## src/rtl/core/nla_pkg.sv

```systemverilog
// ----------------------------------------------------------------------------
// nla_pkg
// Shared constants and controller/datapath interface types for the
// newline line assembler.
// ----------------------------------------------------------------------------
package nla_pkg;

	localparam int unsigned MAX_LINE_DEF = 64;

	localparam logic [7:0] BYTE_LF = 8'h0A;
	localparam logic [7:0] BYTE_CR = 8'h0D;

	// controller -> datapath
	typedef struct packed {
		logic wr;     // store incoming word at line end
		logic ovf;    // overflow: clear line, enter drop mode
		logic lf;     // newline: clear line and drop, latch emit length
		logic fetch;  // read next stored word into output register
	} nla_cmd_t;

	// datapath -> controller
	typedef struct packed {
		logic is_lf;      // incoming word is a newline
		logic dropping;
		logic full;       // line holds MAX_LINE words
		logic line_empty; // nothing to emit after CR strip
		logic last;       // output register holds final word of line
	} nla_sts_t;

endpackage

```

## src/rtl/core/nla_datapath.sv

```systemverilog
// ----------------------------------------------------------------------------
// nla_datapath
// Line store, length counter, drop flag, read pointer and output register.
// ----------------------------------------------------------------------------
module nla_datapath #(
	parameter int unsigned MAX_LINE = nla_pkg::MAX_LINE_DEF
) (
	input  logic             clk,
	input  logic             arst_n,
	input  logic [7:0]       in_byte,
	input  nla_pkg::nla_cmd_t cmd,
	output nla_pkg::nla_sts_t sts,
	output logic [7:0]       out_byte,
	output logic             last_of_line
);
	import nla_pkg::*;

	localparam int unsigned IDX_W = (MAX_LINE > 1) ? $clog2(MAX_LINE) : 1;
	localparam int unsigned LEN_W = $clog2(MAX_LINE + 1);

	logic [7:0]       mem [MAX_LINE];
	logic [LEN_W-1:0] len_q;
	logic [LEN_W-1:0] emit_len_q;
	logic [LEN_W-1:0] rd_ptr_q;
	logic             last_cr_q;
	logic             drop_q;
	logic [7:0]       rdata_q;
	logic             last_q;
	logic [LEN_W-1:0] emit_len;

	// drop one trailing CR
	assign emit_len = (len_q != '0 && last_cr_q) ? len_q - LEN_W'(1) : len_q;

	always_ff @(posedge clk) begin
		if (cmd.wr) begin
			mem[len_q[IDX_W-1:0]] <= in_byte;
		end
		if (cmd.fetch) begin
			rdata_q <= mem[rd_ptr_q[IDX_W-1:0]];
			last_q  <= (rd_ptr_q == emit_len_q - LEN_W'(1));
		end
	end

	always_ff @(posedge clk or negedge arst_n) begin
		if (!arst_n) begin
			len_q      <= '0;
			emit_len_q <= '0;
			rd_ptr_q   <= '0;
			last_cr_q  <= 1'b0;
			drop_q     <= 1'b0;
		end else begin
			if (cmd.wr) begin
				len_q     <= len_q + LEN_W'(1);
				last_cr_q <= (in_byte == BYTE_CR);
			end
			if (cmd.ovf) begin
				len_q  <= '0;
				drop_q <= 1'b1;
			end
			if (cmd.lf) begin
				len_q      <= '0;
				drop_q     <= 1'b0;
				emit_len_q <= emit_len;
				rd_ptr_q   <= '0;
			end
			if (cmd.fetch) begin
				rd_ptr_q <= rd_ptr_q + LEN_W'(1);
			end
		end
	end

	assign sts.is_lf      = (in_byte == BYTE_LF);
	assign sts.dropping   = drop_q;
	assign sts.full       = (len_q == LEN_W'(MAX_LINE));
	assign sts.line_empty = (emit_len == '0);
	assign sts.last       = last_q;

	assign out_byte     = rdata_q;
	assign last_of_line = last_q;

endmodule

```

## src/rtl/core/nla_ctrl.sv

```systemverilog
// ----------------------------------------------------------------------------
// nla_ctrl
// Handshake controller: takes words while idle, then walks the line store
// out one word per fetch/show pair after a newline.
// ----------------------------------------------------------------------------
module nla_ctrl (
	input  logic              clk,
	input  logic              arst_n,
	input  logic              in_valid,
	output logic              in_ready,
	output logic              out_valid,
	input  logic              out_ready,
	input  nla_pkg::nla_sts_t sts,
	output nla_pkg::nla_cmd_t cmd
);
	import nla_pkg::*;

	typedef enum logic [2:0] {
		S_IDLE  = 3'b001,
		S_FETCH = 3'b010,
		S_SHOW  = 3'b100
	} state_t;

	state_t state_q, state_d;
	logic   acc;

	assign in_ready  = (state_q == S_IDLE);
	assign out_valid = (state_q == S_SHOW);
	assign acc       = in_valid && in_ready;

	always_comb begin
		cmd       = '0;
		cmd.wr    = acc && !sts.is_lf && !sts.dropping && !sts.full;
		cmd.ovf   = acc && !sts.is_lf && !sts.dropping && sts.full;
		cmd.lf    = acc && sts.is_lf;
		cmd.fetch = (state_q == S_FETCH);
	end

	always_comb begin
		state_d = state_q;
		unique case (state_q)
			S_IDLE: begin
				if (acc && sts.is_lf && !sts.dropping && !sts.line_empty) begin
					state_d = S_FETCH;
				end
			end
			S_FETCH: begin
				state_d = S_SHOW;
			end
			S_SHOW: begin
				if (out_ready) begin
					state_d = sts.last ? S_IDLE : S_FETCH;
				end
			end
			default: begin
				state_d = S_IDLE;
			end
		endcase
	end

	always_ff @(posedge clk or negedge arst_n) begin
		if (!arst_n) begin
			state_q <= S_IDLE;
		end else begin
			state_q <= state_d;
		end
	end

endmodule

```

## src/rtl/core/newline_line_assembler_unit.sv

```systemverilog
// Flow: a data word is taken while idle; after a newline, FETCH reads the first
// line word from the store into the output register and SHOW presents it; each
// further word passes through FETCH and SHOW once the prior one is taken.
// Throughput: one input word per cycle while idle; no input is taken while a
// line is being emitted.
// Reset: arst_n clears length, drop mode and controller; the store is not cleared.
// ----------------------------------------------------------------------------
// newline_line_assembler_unit
// Gathers received words into lines ended by newline, strips one trailing CR,
// emits non-empty lines with a last marker, drops overlong lines.
// ----------------------------------------------------------------------------
module newline_line_assembler_unit #(
	parameter int unsigned MAX_LINE = nla_pkg::MAX_LINE_DEF
) (
	input  logic       clk,
	input  logic       arst_n,
	input  logic       in_valid,
	output logic       in_ready,
	input  logic [7:0] in_byte,
	output logic       out_valid,
	input  logic       out_ready,
	output logic [7:0] out_byte,
	output logic       last_of_line
);
	import nla_pkg::*;

	nla_cmd_t cmd;
	nla_sts_t sts;

	nla_ctrl u_ctrl (
		.clk       (clk),
		.arst_n    (arst_n),
		.in_valid  (in_valid),
		.in_ready  (in_ready),
		.out_valid (out_valid),
		.out_ready (out_ready),
		.sts       (sts),
		.cmd       (cmd)
	);

	nla_datapath #(
		.MAX_LINE (MAX_LINE)
	) u_dp (
		.clk          (clk),
		.arst_n       (arst_n),
		.in_byte      (in_byte),
		.cmd          (cmd),
		.sts          (sts),
		.out_byte     (out_byte),
		.last_of_line (last_of_line)
	);

endmodule

```

## config.mk

```make
export PLATFORM = sky130hd
export DESIGN_NAME = newline_line_assembler_unit
export DESIGN_NICKNAME = d
export VERILOG_FILES = /design/src/rtl/core/nla_pkg.sv /design/src/rtl/core/nla_datapath.sv /design/src/rtl/core/nla_ctrl.sv /design/src/rtl/core/newline_line_assembler_unit.sv
export SDC_FILE = /design/constraint.sdc
export NUM_CORES = 1
export LEC_CHECK = 0
export BUFFER_PORTS_ARGS = -buffer_cell sky130_fd_sc_hd__clkbuf_2
export CORE_ASPECT_RATIO = 0.8
export CORE_MARGIN = 10
export CORE_UTILIZATION = 66
export CTS_BUF_LIST = sky130_fd_sc_hd__clkbuf_8
export DETAILED_ROUTE_END_ITERATION = 10
export GPL_TIMING_DRIVEN = 0
export PLACE_DENSITY = 0.83
export SLEW_MARGIN = 20
export SYNTH_ARGS = -nofsm -noshare
export SYNTH_HDL_FRONTEND = slang
export SYNTH_HIERARCHICAL = 1
export SYNTH_SLANG_ARGS = --single-unit
```

## constraint.sdc

```tcl
create_clock -name clk -period 9.8 [get_ports clk]
set_input_delay 1.47 -clock clk [delete_from_list [all_inputs] [get_ports clk]]
set_output_delay 1.47 -clock clk [all_outputs]
set_load 0.005 [all_outputs]
```

After elaboration in Yosys (flattened, before gate mapping)

Memories as Yosys holds them, arrays and structs flattened. A register that Yosys moved wholly into a read port is not among the register bits.
Cells that the tools add are included.

Bitwise logic cells: 0
$mul: 0
$add $sub $neg: 4
Equality and inequality tests: 9
Divide/modulo/power cells: 0
Reduce and logical (&&, ||, !) cells: 19
Order comparisons: 0
Mux-type cells: 14
Shift operators: 0

Operators with widths:

| kind                                                  | number |
|---|---|
| two-way mux 7 bit                                     | 6 |
| == test 8 x 4 -> 1 bit, second input constant         | 2 |
| adder 7 x 1 -> 7 bit, second input constant           | 2 |
| subtractor 7 x 1 -> 7 bit, second input constant      | 2 |
| logical AND 1 bit                                     | 9 |
| case mux 3 bit (3 select lines)                       | 1 |
| == test 7 bit                                         | 1 |
| == test 7 bit, second input constant                  | 1 |
| zero test 7 bit                                       | 1 |
| nonzero test 7 bit                                    | 1 |
| two-way mux 3 bit                                     | 2 |
| zero test 1 bit                                       | 4 |
| two-way mux 1 bit                                     | 4 |
| nonzero test 2 bit                                    | 2 |
| == test 3 x 1 -> 1 bit, second input constant         | 1 |
| == test 3 x 2 -> 1 bit, second input constant         | 1 |
| == test 3 bit, second input constant                  | 1 |
| nonzero test 3 bit                                    | 1 |
| two-way mux 2 bit                                     | 1 |
| inequality test 2 x 1 -> 1 bit, second input constant | 1 |
| inequality test 2 bit, second input constant          | 1 |
| AND reduction 2 bit                                   | 1 |

Output and inout port bits: 11
Memories kept: 1
Bits of input ports: 12
ROM bits: 0
Bits in writable memories: 512
Logic and storage cells: 54
Register bits: 27
Latch bits: 0

Memory list:

| name     | depth | bits a word | read ports | clocked after memory_dff | wr ports | RTL line           | source |
|---|---|---|---|---|---|---|---|
| u_dp.mem | 64    | 8           | 1          | 1                        | 1        | nla_datapath.sv:21 | `logic [7:0] mem [MAX_LINE];` |

Depth between registers and ports, before layout

Gate-level depths: netlist of run 1.

Word-level depth: 8
Gate-level depth with buffers: 11
Gate-level depth less buffers: 10

By module

Netlist of run 1, hierarchy kept.

By module, submodules not included:

| module       | times used | area each (um^2) | seq. area each (um^2) | cells an instance |
|---|---|---|---|---|
| nla_datapath | 1          | 21624.5          | 16220.6               | 1096 |
| nla_ctrl     | 1          | 193.9            | 76.3                  | 23 |

Worst setup path before layout of run 1

Ideal clock, no wire load.

Kind: input-to-reg
Start: input in_byte[4]
End: memory u_dp.mem[41][0] (enable)
Data required time: 9.417 ns
Setup time: 0.383 ns
Buffers on the path: 2
Data arrival time: 3.248 ns
Slack: 6.168 ns
Stages: 8
Cells stage by stage: nor4_1 nand2_1 nor4b_1 nor4_1 clkbuf_1 clkbuf_1 nand4_1 nor3_1

RTL lines:

| item               | RTL line                          | source |
|---|---|---|
| start: declaration | newline_line_assembler_unit.sv:19 | `input logic [7:0] in_byte,` |
| end: declaration   | nla_datapath.sv:21                |  |

==> metrics.txt, run 1 <==
Die Y-Extent=183 µm; Req. time, crit path=10.01 ns; Resize count post-CTS=0; critical path startpoint category=input port; TritonCTS Sinks=547; I/O pin cnt=23; NetSw=1290 µW; dpl ws=4.03 ns; crit path from=in_byte[7]; sequential cell area=16300 µm²; remaining global-route overflow=0; first-pass GRT wire length=74500 µm; CTS H-tree depth=3; setup slack after layout=4.92 ns; Net Count, Synth=1136; Slew HR=28.9%; commonest non-fill, non-tap cell in the layout=edfxtp_1; root buffer cell=clkbuf_8; WS Path Type=input port to register; Hold Crit Start=u_dp/drop_q$_DFFE_PN0P_; CP arrival=5.09 ns; Post-CTS Setup Inserts=0; detailed placer's ending HPWL=32700 µm; CP endpoint kind=register; Post-Synthesis Mean Instance Area=19.5 µm²; leakage=0.00775 µW; Comb pwr share=13.3%; CTS tree=built; fin crit share=49.8%; Max Fclk=0.205 GHz; most frequent cells in the layout=edfxtp_1 (521), mux4_2 (126), nor2_1 (89); #FFs+latches synth=547; Setup TNS=0 ns; Port Buf Inserts=22; Worst Path Max Fanout=65; max-slew violations=0; register area share after synthesis=74.7%; Yosys cell types=54; Starting Density=67.0%; EDFF count, synth=521; largest net degree at the start of global routing=67; Post-synth ARST share=4.75%; VDD IR-drop max=152 µV; Final Non-Filler Cells=1705; total track usage=24.9%; endpoints failing setup=0; clock skew=0.0297 ns; internal power=3700 µW; wire length after detailed routing=50700 µm; Hold Path Class=register to register; Die X=223 µm; GPL Wtd Cong=0.953; initial antenna violation count=3; Final Net Count=1239; Flop pwr share=53.8%; status=complete, no violations; multi-input combinational cell area=5090 µm²; fill count=1803; worst-skew pair later-pin latency=0.61 ns; number of CTS-inserted buffers=79; max cap viols=0; Syn Inst Count=1119; Final Critical Period=4.88 ns; Clock Path Buffers=3; Final Power=5000 µW; # hold bufs at CTS=0; # DRC=0; Std-Cell Rows=59; M1 GR Usage=35.9%; vias in the first global route=11500; area of the core=32600 µm²; Reg clk slew, reported paths=0.06 ns; via count=11700; drt pass-1 iters=5; Post-Syn Area=21800 µm²; grt peak-use layer=met1; Routed Antenna Nets=0; Diodes inserted=0; layout cells sized above 1=23.0%; Worst R2R Start=u_dp/len_q[1]$_DFFE_PN0P_; met3 GRT Util=8.24%; RSZ-0062 raised after global routing=no; PD cells=209 nW/µm²; die area=40800 µm²; M2 GR Usage=35.4%; final count of hold timing violations=0; YS warnings=6; drt via density=6.86; Top FF cell, synth=edfxtp_1; Tightest Pin Transition=1.06 ns; drt wl/cell=29.7 µm; dpl cells=1568; clock power share=32.9%; Area Overhead vs Synth=9.61%; Initial DRC Count=1748; Sw Share=25.9%
==> metrics by stage <==
stage | hold WS, ns | utilization, % | cell area (µm²)
final | 0.522 | 73.5 | 23900
after global routing | 0.554 | 73.5 | 23900
after CTS | 0.528 | 73.5 | 23900
after detailed placement | 0.519 | 69.1 | 22500
after global placement | 0.480 | 69.0 | 22500
after floorplan | 0.461 | - | 21800
==> power by group through the flow <==
stage          Combinational (µW)  Clock, µW  Sequential (µW)
2_1_floorplan                 413          0             2720
3_3_place_gp                  622          0             2730
6_report                      664       1640             2690
4_1_cts                       645       1670             2690
5_1_grt                       697       1770             2690
3_5_place_dp                  643          0             2740
==> worst paths after layout <==
kind                                                     end  slack (ns)  cells past startpoint
worst max register to register      u_dp/mem[5][3]$_DFFE_PP_        5.36                     10
worst max-delay path                u_dp/mem[5][3]$_DFFE_PP_        4.92                      9
worst min-delay path                 u_dp/drop_q$_DFFE_PN0P_        0.52                      2
worst min register to register       u_dp/drop_q$_DFFE_PN0P_        0.52                      2
min in group asynchronous          u_dp/len_q[4]$_DFFE_PN0P_        0.91                      1
max in group asynchronous       u_dp/rd_ptr_q[1]$_DFFE_PN0P_        8.41                      1
==> critical path, stage by stage <==
cell and delay [ns]:
clkbuf_4 0.59, nor4_1 0.10, nand2_1 0.13, nor4b_1 0.12
nor4_1 0.33, clkbuf_1 0.31, clkbuf_1 0.43, nand3_1 0.57
nor2_1 0.94
==> layout make-up <==
cell class	count	area share, %
timing repair buffer	22	0.544
inverter	11	0.173
tap	427	2.23
multi-input combinational	498	21.3
buffer	63	1.70
clock inverter	54	1.13
sequential	547	68.1
clock buffer	83	4.78
==> synth_stat cells, drive strengths merged (2+ instances only) <==
library cell,n,area share (%)
a2111oi,2,0.080
a211oi,3,0.10
a21oi,15,0.34
a22o,6,0.24
a22oi,10,0.34
a31oi,5,0.14
and2,2,0.057
buf,41,1.5
clkbuf,22,0.38
dfrtp,25,2.9
edfxtp,521,72
ha,5,0.29
inv,11,0.19
mux2,2,0.10
mux2i,19,0.87
mux4,128,13
nand2,39,0.67
nand2b,10,0.29
nand3,22,0.53
nand4,4,0.11
nor2,89,1.5
nor2b,11,0.32
nor3,16,0.37
nor3b,3,0.10
nor4,7,0.20
nor4b,2,0.11
o211ai,2,0.069
o21ai,23,0.53
o221ai,9,0.36
o22ai,24,0.69
or2,4,0.11
or3,5,0.14
or4,3,0.10
xnor2,15,0.60
xor2,5,0.20
==> routing by layer <==
metal  vias to the layer above  wire length, µm
li1                       4779                -
met1                      5948            19400
met2                       861            22600
met3                       110             7270
met4                         2             1390
met5                         -               12
==> flip-flops by register name, summed over array words and instances (netlist names) <==
register	count
u_dp/len_q	7
u_dp/drop_q	1
u_dp/mem	512
u_dp/last_of_line	1
u_ctrl/state_q	3
u_dp/last_cr_q	1
u_dp/out_byte	8
u_dp/rd_ptr_q	7
u_dp/emit_len_q	7
==> kinds of logic (layout without fill, tap and decap cells) <==
logic type | count (synthesis) | in the layout | share of synthesized area, %
buffers and inverters | 74 | 233 | 2.05
XOR/XNOR | 20 | 20 | 0.803
AO/OA/AOI/OAI | 101 | 101 | 3.06
adder cells (fa/ha/maj) | 5 | 5 | 0.287
multiplexers | 149 | 149 | 14.2
flip-flops | 547 | 547 | 74.7
AND/OR/NAND/NOR | 223 | 223 | 4.89
(Power assumes the default switching activity.)
==> run 2, diff against run 1 <==
- CORE_UTILIZATION: 66 -> 59
- PLACE_DENSITY: 0.83 -> 0.78
- clock period: 9.8 -> 4.2 ns (I/O delays scaled with it)
==> run 2 against run 1 <==
  * Global-route usage decreased by 1.8 points
  * First-iteration DRC count shrank 12%
  * Clock skew up 0.00080 ns
  * Combinational power is 140% higher
  * Worst setup slack worse by 4.9 ns
  * Sequential power is 130% higher
  * Power up 140%
  * Largest cell class unchanged
==> metrics.txt, run 2 (same netlist as run 1, synthesis figures left out) <==
fin crit share=99.0%; Worst Path Max Fanout=10; Die X=235 µm; Routed Antenna Nets=0; Diodes inserted=0; Reg clk slew, reported paths=0.07 ns; drt wl/cell=29.3 µm; leakage=0.00775 µW; layout cells sized above 1=26.1%; dpl cells=1622; Port Buf Inserts=22; status=complete, no violations; Die Y-Extent=192 µm; CP endpoint kind=register; Std-Cell Rows=62; largest net degree at the start of global routing=67; RSZ-0062 raised after global routing=yes; Final Critical Period=4.16 ns; via count=11600; VDD IR-drop max=311 µV; TritonCTS Sinks=547; Hold Path Class=input port to asynchronous set/reset pin; max cap viols=0; PD cells=487 nW/µm²; clock skew=0.0305 ns; I/O pin cnt=23; detailed placer's ending HPWL=33200 µm; total track usage=23.1%; initial antenna violation count=0; first-pass GRT wire length=75900 µm; drt via density=6.55; endpoints failing setup=0; Req. time, crit path=4.46 ns; die area=45100 µm²; Starting Density=60.2%; commonest non-fill, non-tap cell in the layout=edfxtp_1; worst-skew pair later-pin latency=0.66 ns; vias in the first global route=11500; number of CTS-inserted buffers=80; # DRC=0; Max Fclk=0.240 GHz; WS Path Type=register to register; drt pass-1 iters=5; root buffer cell=clkbuf_8; GPL Wtd Cong=0.913; Initial DRC Count=1530; Final Net Count=1241; wire length after detailed routing=51600 µm; final count of hold timing violations=0; CP arrival=4.42 ns; remaining global-route overflow=0; Tightest Pin Transition=1.02 ns; CTS tree=built; max reg flops=512; Slew HR=31.8%; Final Non-Filler Cells=1765; Post-CTS Setup Inserts=0; area of the core=36200 µm²; critical path startpoint category=register; CTS H-tree depth=3; most frequent cells in the layout=edfxtp_1 (521), mux4_2 (126), clkbuf_8 (82); fin util=66.8%; Area Overhead vs Synth=10.8%; max-slew violations=0; Setup TNS=0 ns; # hold bufs at CTS=0; Clock Path Buffers=3; fill count=2338
[run 2: cell count changes in the layout (fill, tap and decap cells not counted), moves of 2 or more]
cell        delta
clkinv_1       +5
clkinvlp_4     +2
inv_1          -2
inv_6          +2
nand3_1        -3
nand3_2        +3
nor2_1        -33
nor2_2        +21
nor2_4        +12
[run 2: path summary, 6_finish.rpt]
kind	startpoint	end	slack, ns	depth (start not counted)
worst min register to register	u_dp/drop_q$_DFFE_PN0P_	u_dp/drop_q$_DFFE_PN0P_	0.52	2
max in group asynchronous	arst_n	u_dp/emit_len_q[0]$_DFFE_PN0P_	3.67	1
min in group clk	out_ready	u_ctrl/state_q[2]$_DFFE_PN0P_	0.22	2
worst max register to register	u_dp/len_q[1]$_DFFE_PN0P_	u_dp/mem[7][7]$_DFFE_PP_	0.04	9
worst max-delay path	u_dp/len_q[1]$_DFFE_PN0P_	u_dp/mem[7][7]$_DFFE_PP_	0.04	9
worst min-delay path	arst_n	u_dp/rd_ptr_q[1]$_DFFE_PN0P_	0.04	1
[run 2: timing repair]
item,CTS,global route
cloned,0,0
gates resized for setup,6,43
setup endpoints to repair,83,227
[run 2: through the flow]
step	instance area [µm²]	hold WS, ns	worst slack (ns)	power, µW
floorplan	21800	0.334	1.10	7320
global placement	22500	0.488	-0.780	7830
detailed placement	22600	0.498	-0.382	7880
CTS	24000	0.0306	-0.0904	11700
global route	24200	0.0601	-0.113	12200
finish	24200	0.0351	0.0409	11800
[run 2: where the power goes]
part	switching (µW)	internal, µW
sequential	74.8	6200
clock	1950	1950
combinational	1100	504
[run 2: routing by layer]
| metal | GRT usage (%) | vias to the layer above | part of all wire, % | routed length, µm |
|---|---|---|---|---|
| met5 | 0 | - | 0 | 0 |
| met4 | 6.42 | 0 | 1.9 | 968 |
| met3 | 7.97 | 79 | 12 | 6110 |
| met2 | 34.5 | 659 | 46 | 23700 |
| met1 | 32.1 | 6044 | 40 | 20900 |
| li1 | - | 4783 | - | - |
[run 2: worst max-delay path: stages (launching register included)]
cell	delay, ns
dfrtp_1	0.39
clkbuf_1	0.40
inv_1	0.18
ha_1	0.25
inv_1	0.13
nor4_1	0.10
nor4_1	0.28
clkbuf_1	0.32
nand4_1	0.73
nor2_1	0.99
[run 2: cell type report]
| class | count | area (µm²) | area share [%] |
|---|---|---|---|
| well taps | 480 | 601 | 2.48 |
| plain buffers | 63 | 405 | 1.68 |
| inverters | 11 | 41.3 | 0.171 |
| repair buffers | 23 | 138 | 0.569 |
| multi-input cells | 498 | 5260 | 21.7 |
| clock inverters | 61 | 320 | 1.32 |
| flip-flops and latches | 547 | 16300 | 67.4 |
| clock buffers | 82 | 1130 | 4.67 |
